### src/hw/rtl/bf_pkg.sv
// Shared constants, mode codes and control structs for the Blowfish unit.
// Depends on nothing; the other files but assert_macros.svh take names from here by scope.
`timescale 1ns / 1ps
`default_nettype none

package bf_pkg;

	localparam int ROUNDS      = 16;
	localparam int NUM_KEYS    = 18;
	localparam int SBOX_SIZE   = 256;
	localparam int SBOX_WORDS  = 'h400;
	localparam int NUM_BANKS   = SBOX_WORDS / SBOX_SIZE;
	localparam int TABLE_WORDS = NUM_KEYS + SBOX_WORDS;
	localparam int IDX_W       = 11;
	localparam int KEY_IDX_W   = $clog2(NUM_KEYS);
	localparam int ENTRY_W     = $clog2(SBOX_SIZE);
	localparam int BANK_W      = $clog2(NUM_BANKS);
	localparam int RND_W       = (ROUNDS > 2) ? $clog2(ROUNDS) : 1;
	localparam int WORD_W      = 32;

	localparam logic [1:0] MODE_LOAD  = 2'd0;
	localparam logic [1:0] MODE_ENC   = 2'd1;
	localparam logic [1:0] MODE_DEC   = 2'd2;
	localparam logic [1:0] MODE_REKEY = 2'd3;

	typedef struct packed {
		logic                 we;
		logic [KEY_IDX_W-1:0] widx;
		logic [WORD_W-1:0]    wdata;
		logic                 rekey;
		logic [2*WORD_W-1:0]  rekey_bytes;
		logic [KEY_IDX_W-1:0] ridx;
	} key_ctl_t;

	typedef struct packed {
		logic [WORD_W-1:0] round_key;
		logic [WORD_W-1:0] key_0;
		logic [WORD_W-1:0] key_1;
		logic [WORD_W-1:0] key_r;
		logic [WORD_W-1:0] key_r1;
	} key_taps_t;

endpackage

`default_nettype wire

### src/hw/rtl/bf_key_file.sv
// Round-key register file: 18 words, one indexed read and fixed whitening taps.
// Depends on bf_pkg for key_ctl_t and key_taps_t.
`timescale 1ns / 1ps
`default_nettype none

module bf_key_file (
	input  wire logic              clk,
	input  wire bf_pkg::key_ctl_t  ctl,
	output      bf_pkg::key_taps_t taps
);

	logic [bf_pkg::WORD_W-1:0] keys_q [bf_pkg::NUM_KEYS];

	// Rekey folds the key bytes into every word at once; even words take the high half.
	always_ff @(posedge clk) begin
		if (ctl.rekey) begin
			for (int j = 0; j < bf_pkg::NUM_KEYS; j++) begin
				keys_q[j] <= keys_q[j] ^ ((j % 2 == 1) ? ctl.rekey_bytes[bf_pkg::WORD_W-1:0]
					: ctl.rekey_bytes[2*bf_pkg::WORD_W-1:bf_pkg::WORD_W]);
			end
		end else if (ctl.we) begin
			keys_q[ctl.widx] <= ctl.wdata;
		end
	end

	assign taps.round_key = keys_q[ctl.ridx];
	assign taps.key_0     = keys_q[0];
	assign taps.key_1     = keys_q[1];
	assign taps.key_r     = keys_q[bf_pkg::ROUNDS];
	assign taps.key_r1    = keys_q[bf_pkg::ROUNDS+1];

endmodule

`default_nettype wire

### config.mk
export PLATFORM = sky130hd
export DESIGN_NAME = bf_key_file
export DESIGN_NICKNAME = d
export VERILOG_FILES = /design/src/hw/rtl/bf_pkg.sv /design/src/hw/rtl/bf_key_file.sv
export SDC_FILE = /design/constraint.sdc
export NUM_CORES = 2
export LEC_CHECK = 0
export BUFFER_PORTS_ARGS = -buffer_cell sky130_fd_sc_hd__buf_2
export CORE_AREA = 2 2 362 364
export CTS_CLUSTER_SIZE = 30
export DETAILED_ROUTE_END_ITERATION = 6
export DIE_AREA = 0 0 364 366
export GPL_TIMING_DRIVEN = 1
export PLACE_DENSITY = 0.6
export SETUP_SLACK_MARGIN = 0.4
export SYNTH_ARGS = -nofsm -noshare
export SYNTH_HDL_FRONTEND = slang
export SYNTH_SLANG_ARGS = --single-unit
### constraint.sdc
create_clock -name clk -period 3.4 [get_ports clk]
set_input_delay 0 -clock clk [delete_from_list [all_inputs] [get_ports clk]]
set_output_delay 0 -clock clk [all_outputs]
set_load 0.02 [all_outputs]
; Word-level counts from Yosys, hierarchy flattened
; Memories as Yosys holds them, arrays and structs flattened.
; Index checks and enable logic that the tools add are counted.
[word_totals]
register_bits = 0
mem_bits_rw = 576
in_bits = 109
mem_count = 1
[memory_table]
columns = memory, depth, word_bits, rd, rd_ports_with_merged_regs, write_ports, line_no
row1 = keys_q, 18, 32, 19, 0, 18, bf_key_file.sv:12  ; logic [bf_pkg::WORD_W-1:0] keys_q [bf_pkg::NUM_KEYS];
[op_classes]
mux = 8
bitwise = 18
reduce_logical = 1
[ops]
columns = operator, n
row1 = $xor 32x32->32, 18
row2 = $mux 32, 1
row3 = $reduce_or 32->1, 1
row4 = $mux 1, 6
row5 = $mux 5, 1

; Depth between registers and ports, before layout
[logic_depth]
ltp_word = 5
mapped_depth = 9

; Worst setup path before layout
; No wires, ideal clock.
[synth_timing]
kind = input -> register
start = in ctl[69] (netlist bit)
end = mem keys_q[24][0] (netlist bit) (enable)
setup_ps = 421
arrival_ps = 2140
required_ps = 2979
setup_slack_ps = 839
stages = 6
n_path_buf = 3
cell_sequence = and2b_1 > buf_6 > buf_6 > buf_6 > nand4b_1 > nor2_1
[synth_rtl]
columns = element, line_no
row1 = from (decl), bf_key_file.sv:8  ; input wire bf_pkg::key_ctl_t ctl,
row2 = to (decl), bf_key_file.sv:12

==> results.tsv <==
stage	metric	value	unit
run	Max Cap Viol	0	
final_layout	final std cell area, no fill	0.05909	sq mm
drt	Initial DRT Pass Iterations	6	
timing	Final Max Tran Viols	0	
synthesis	Synth cell types	36	
worst_setup_path	Critical Path RT	3.72	ns
timing	post-layout minimum cycle time	2.849	ns
drt	Via Count	34170	
drt	Detail Route Antenna Nets	0	
grt	vias in the first global route	33550	
worst_setup_path	crit end category	register	
worst_setup_path	WS Path Type	input port to register	
cts	CTS buffer count	106	
final_layout	fraction of layout cells with a size suffix above 1	14.51	%
floorplan	DIE HEIGHT	366	um
grt	initial antenna violation count	15	
final_layout	area of the multi-input gates	0.01901	sq mm
drt	Via-to-Cell Ratio	5.413	
final_layout	commonest non-fill, non-tap cell in the layout	edfxtp_1	
cts	CTS resizes	0	
timing	Max Clock Freq	351.0	MHz
place	HPWL Detailed	103900	um
synthesis	synthesized area per cell	12.25	sq um
power	Leak	21.14	nW
final_layout	commonest non-fill, non-tap cells in the layout	edfxtp_1 (1024), xnor2_1 (576), a21oi_1 (544)	
timing	Tcrit/Tclk final	83.79	%
synthesis	mapped cell area	0.05154	sq mm
final_layout	Filler cells	11660	
final_layout	Nets	4598	
final_layout	FF/Latch Area	0.03075	sq mm
timing	final number of hold-violating endpoints	0	
grt	global-route wire length before repair	227300	um
synthesis	#FFs+latches synth	1024	
timing	Fin Setup TNS	0	ns
timing	Worst Tran Pin Value	1.131	ns
grt	largest net degree at the start of global routing	74	
floorplan	Die W	364	um
cts	clk sink count	1024	
drt	WL per Instance	24.76	um
cts	Bufs on Longest Clock Path	3	
drt	DRC	0	
synthesis	post-synthesis sequential area ratio	59.66	%
hold_path	HP Class	input port to register	
cts	Worst-Skew Late Latency	0.70	ns
power	Total Power	32.55	mW
worst_setup_path	r2r worst-path depth	5	
drt	initial drt markers	3586	
worst_setup_path	startpoint types	input port	
drt	Total Wirelength	156300	um
final_layout	final std cells w/o fill	6312	
floorplan	die area	0.1332	sq mm
floorplan	number of top-level pins	269	
synthesis	Syn Nets	4316	
place	# port buffers	268	
cts	CTS clk-pin slew, worst paths	0.07	ns
final_layout	biggest regs	keys_q: 1024 flops	
worst_setup_path	WP data arrival	3.17	ns
timing	Final setup viols	0	
grt	GRT overflow	0	
worst_setup_path	Worst Path Max Fanout	30	
place	DP Area	0.05486	sq mm
floorplan	row count	132	
place	Final GP Congestion	0.8975	
outcome	status	finished clean	
cts	H-tree Lvls	3	
grt	gr usage total	22.97	%
timing	Worst slew margin	24.57	%
power	PD cells	550.9	mW/mm^2
cts	CTS tree	done	
final_layout	Final Core Density	45.81	%
power	peak supply drop	0.0004244	V
synthesis	Cells after Synth	4207	
floorplan	Initial Util	39.96	%
timing	unrepaired setup endpoints after global routing	false	
final_layout	Biggest register	keys_q	
synthesis	yosys warns	0	
final_layout	Area Overhead vs Synth	14.64	%
floorplan	core area	0.1290	sq mm
timing	Layout Skew	0.02530	ns
final_layout	max FFs per register	1024	
place	cell count after placement	6031	
hold_path	worst hold stages	4	
cts	Clock Root Buffer	clkbuf_16	
## worst max-delay path, cell delays in order
cell and delay, ns:
dlygate4sd3_1 0.54, buf_2 0.17, nor3_2 0.51, dlygate4sd3_1 0.69
nand2_2 0.06, dlygate4sd3_1 0.58, nand2b_2 0.09, buf_4 0.47
## cell families (layout without fill, tap and decap cells)
kind of cell    Yosys count  count (layout)  share of synthesized area, %
mux                     512             512                         9.943
simple gates            874             874                         7.023
other cells               0               2                             0
xor+xnor                576             576                         9.787
flops                  1024            1024                         59.66
buf+inv                 354             715                         3.913
compound gates          867             867                         9.678
## routing by layer
layer | vias to the layer above | global-route usage [%] | share of wire [%]
met4 | 8 | 8.123 | 3.9
met1 | 16870 | 30.15 | 41
met2 | 1253 | 38.31 | 48
li1 | 15790 | - | -
met5 | - | 0 | 0.029
met3 | 246 | 3.732 | 6.9
## synth_stat cells, drive strengths merged
| cell | instances | area share, % |
|---|---|---|
| edfxtp | 1024 | 60 |
| buf | 253 | 3.1 |
| nor4b | 2 | 0.092 |
| nand4 | 1 | 0.012 |
| clkbuf | 100 | 0.81 |
| inv | 1 | 0.0073 |
| nand4b | 3 | 0.080 |
| a31o | 1 | 0.017 |
| a31oi | 33 | 0.40 |
| o21ai | 128 | 1.5 |
| a21oi | 545 | 5.3 |
| nor3 | 34 | 0.34 |
| nor2b | 2 | 0.024 |
| nand2 | 238 | 1.7 |
| xnor2 | 576 | 9.8 |
| or2 | 4 | 0.049 |
| a22oi | 96 | 1.4 |
| and2 | 1 | 0.012 |
| and2b | 1 | 0.015 |
| nand2b | 19 | 0.23 |
| nand3 | 97 | 0.94 |
| nor4 | 1 | 0.024 |
| or3 | 2 | 0.044 |
| mux2i | 512 | 9.9 |
| nor2 | 469 | 3.4 |
| a22o | 64 | 1.1 |
## path summary, 6_finish.rpt
kind | start | to | slack [ns]
worst max-delay path | ctl[103] | keys_q[8][31] | 0.55
worst min-delay path | ctl[16] | keys_q[5][11] | 0.03
worst max register to register | keys_q[17][3] | keys_q[8][3] | 0.93
worst min register to register | keys_q[14][23] | keys_q[14][23] | 0.64
## final cells by class
| class | count | area share, % |
|---|---|---|
| multi-input combinational | 2829 | 32.16 |
| antenna | 2 | 0.008470 |
| sequential | 1024 | 52.04 |
| clock buffer | 145 | 4.773 |
| timing repair buffer | 527 | 6.496 |
| clock inverter | 42 | 0.8258 |
| tap | 1742 | 3.689 |
| inverter | 1 | 0.006352 |
## per-stage QoR
stage / setup WS [ns] / hold slack, ns
after floorplan: 0.8386 / 0.4026
after global placement: 0.8221 / 0.5477
after detailed placement: 0.7370 / 0.5509
after CTS: 0.5007 / 0.001165
after global routing: 0.5532 / 0.01320
final: 0.5512 / 0.02817
## timing repair
action	4_1_cts	5_1_grt
hold buffers	92	0
endpoints found under the setup margin	0	0
hold endpoints to repair	728	0
setup buffers	0	0
## power breakdown
group	total, mW	switching, mW	internal [mW]	leakage, nW
clock	11.5	4.98	6.54	1.60
combinational	5.06	3.06	2.00	9.85
sequential	16.0	0.710	15.3	9.68
No activity file was read; power rests on OpenSTA's default activity.
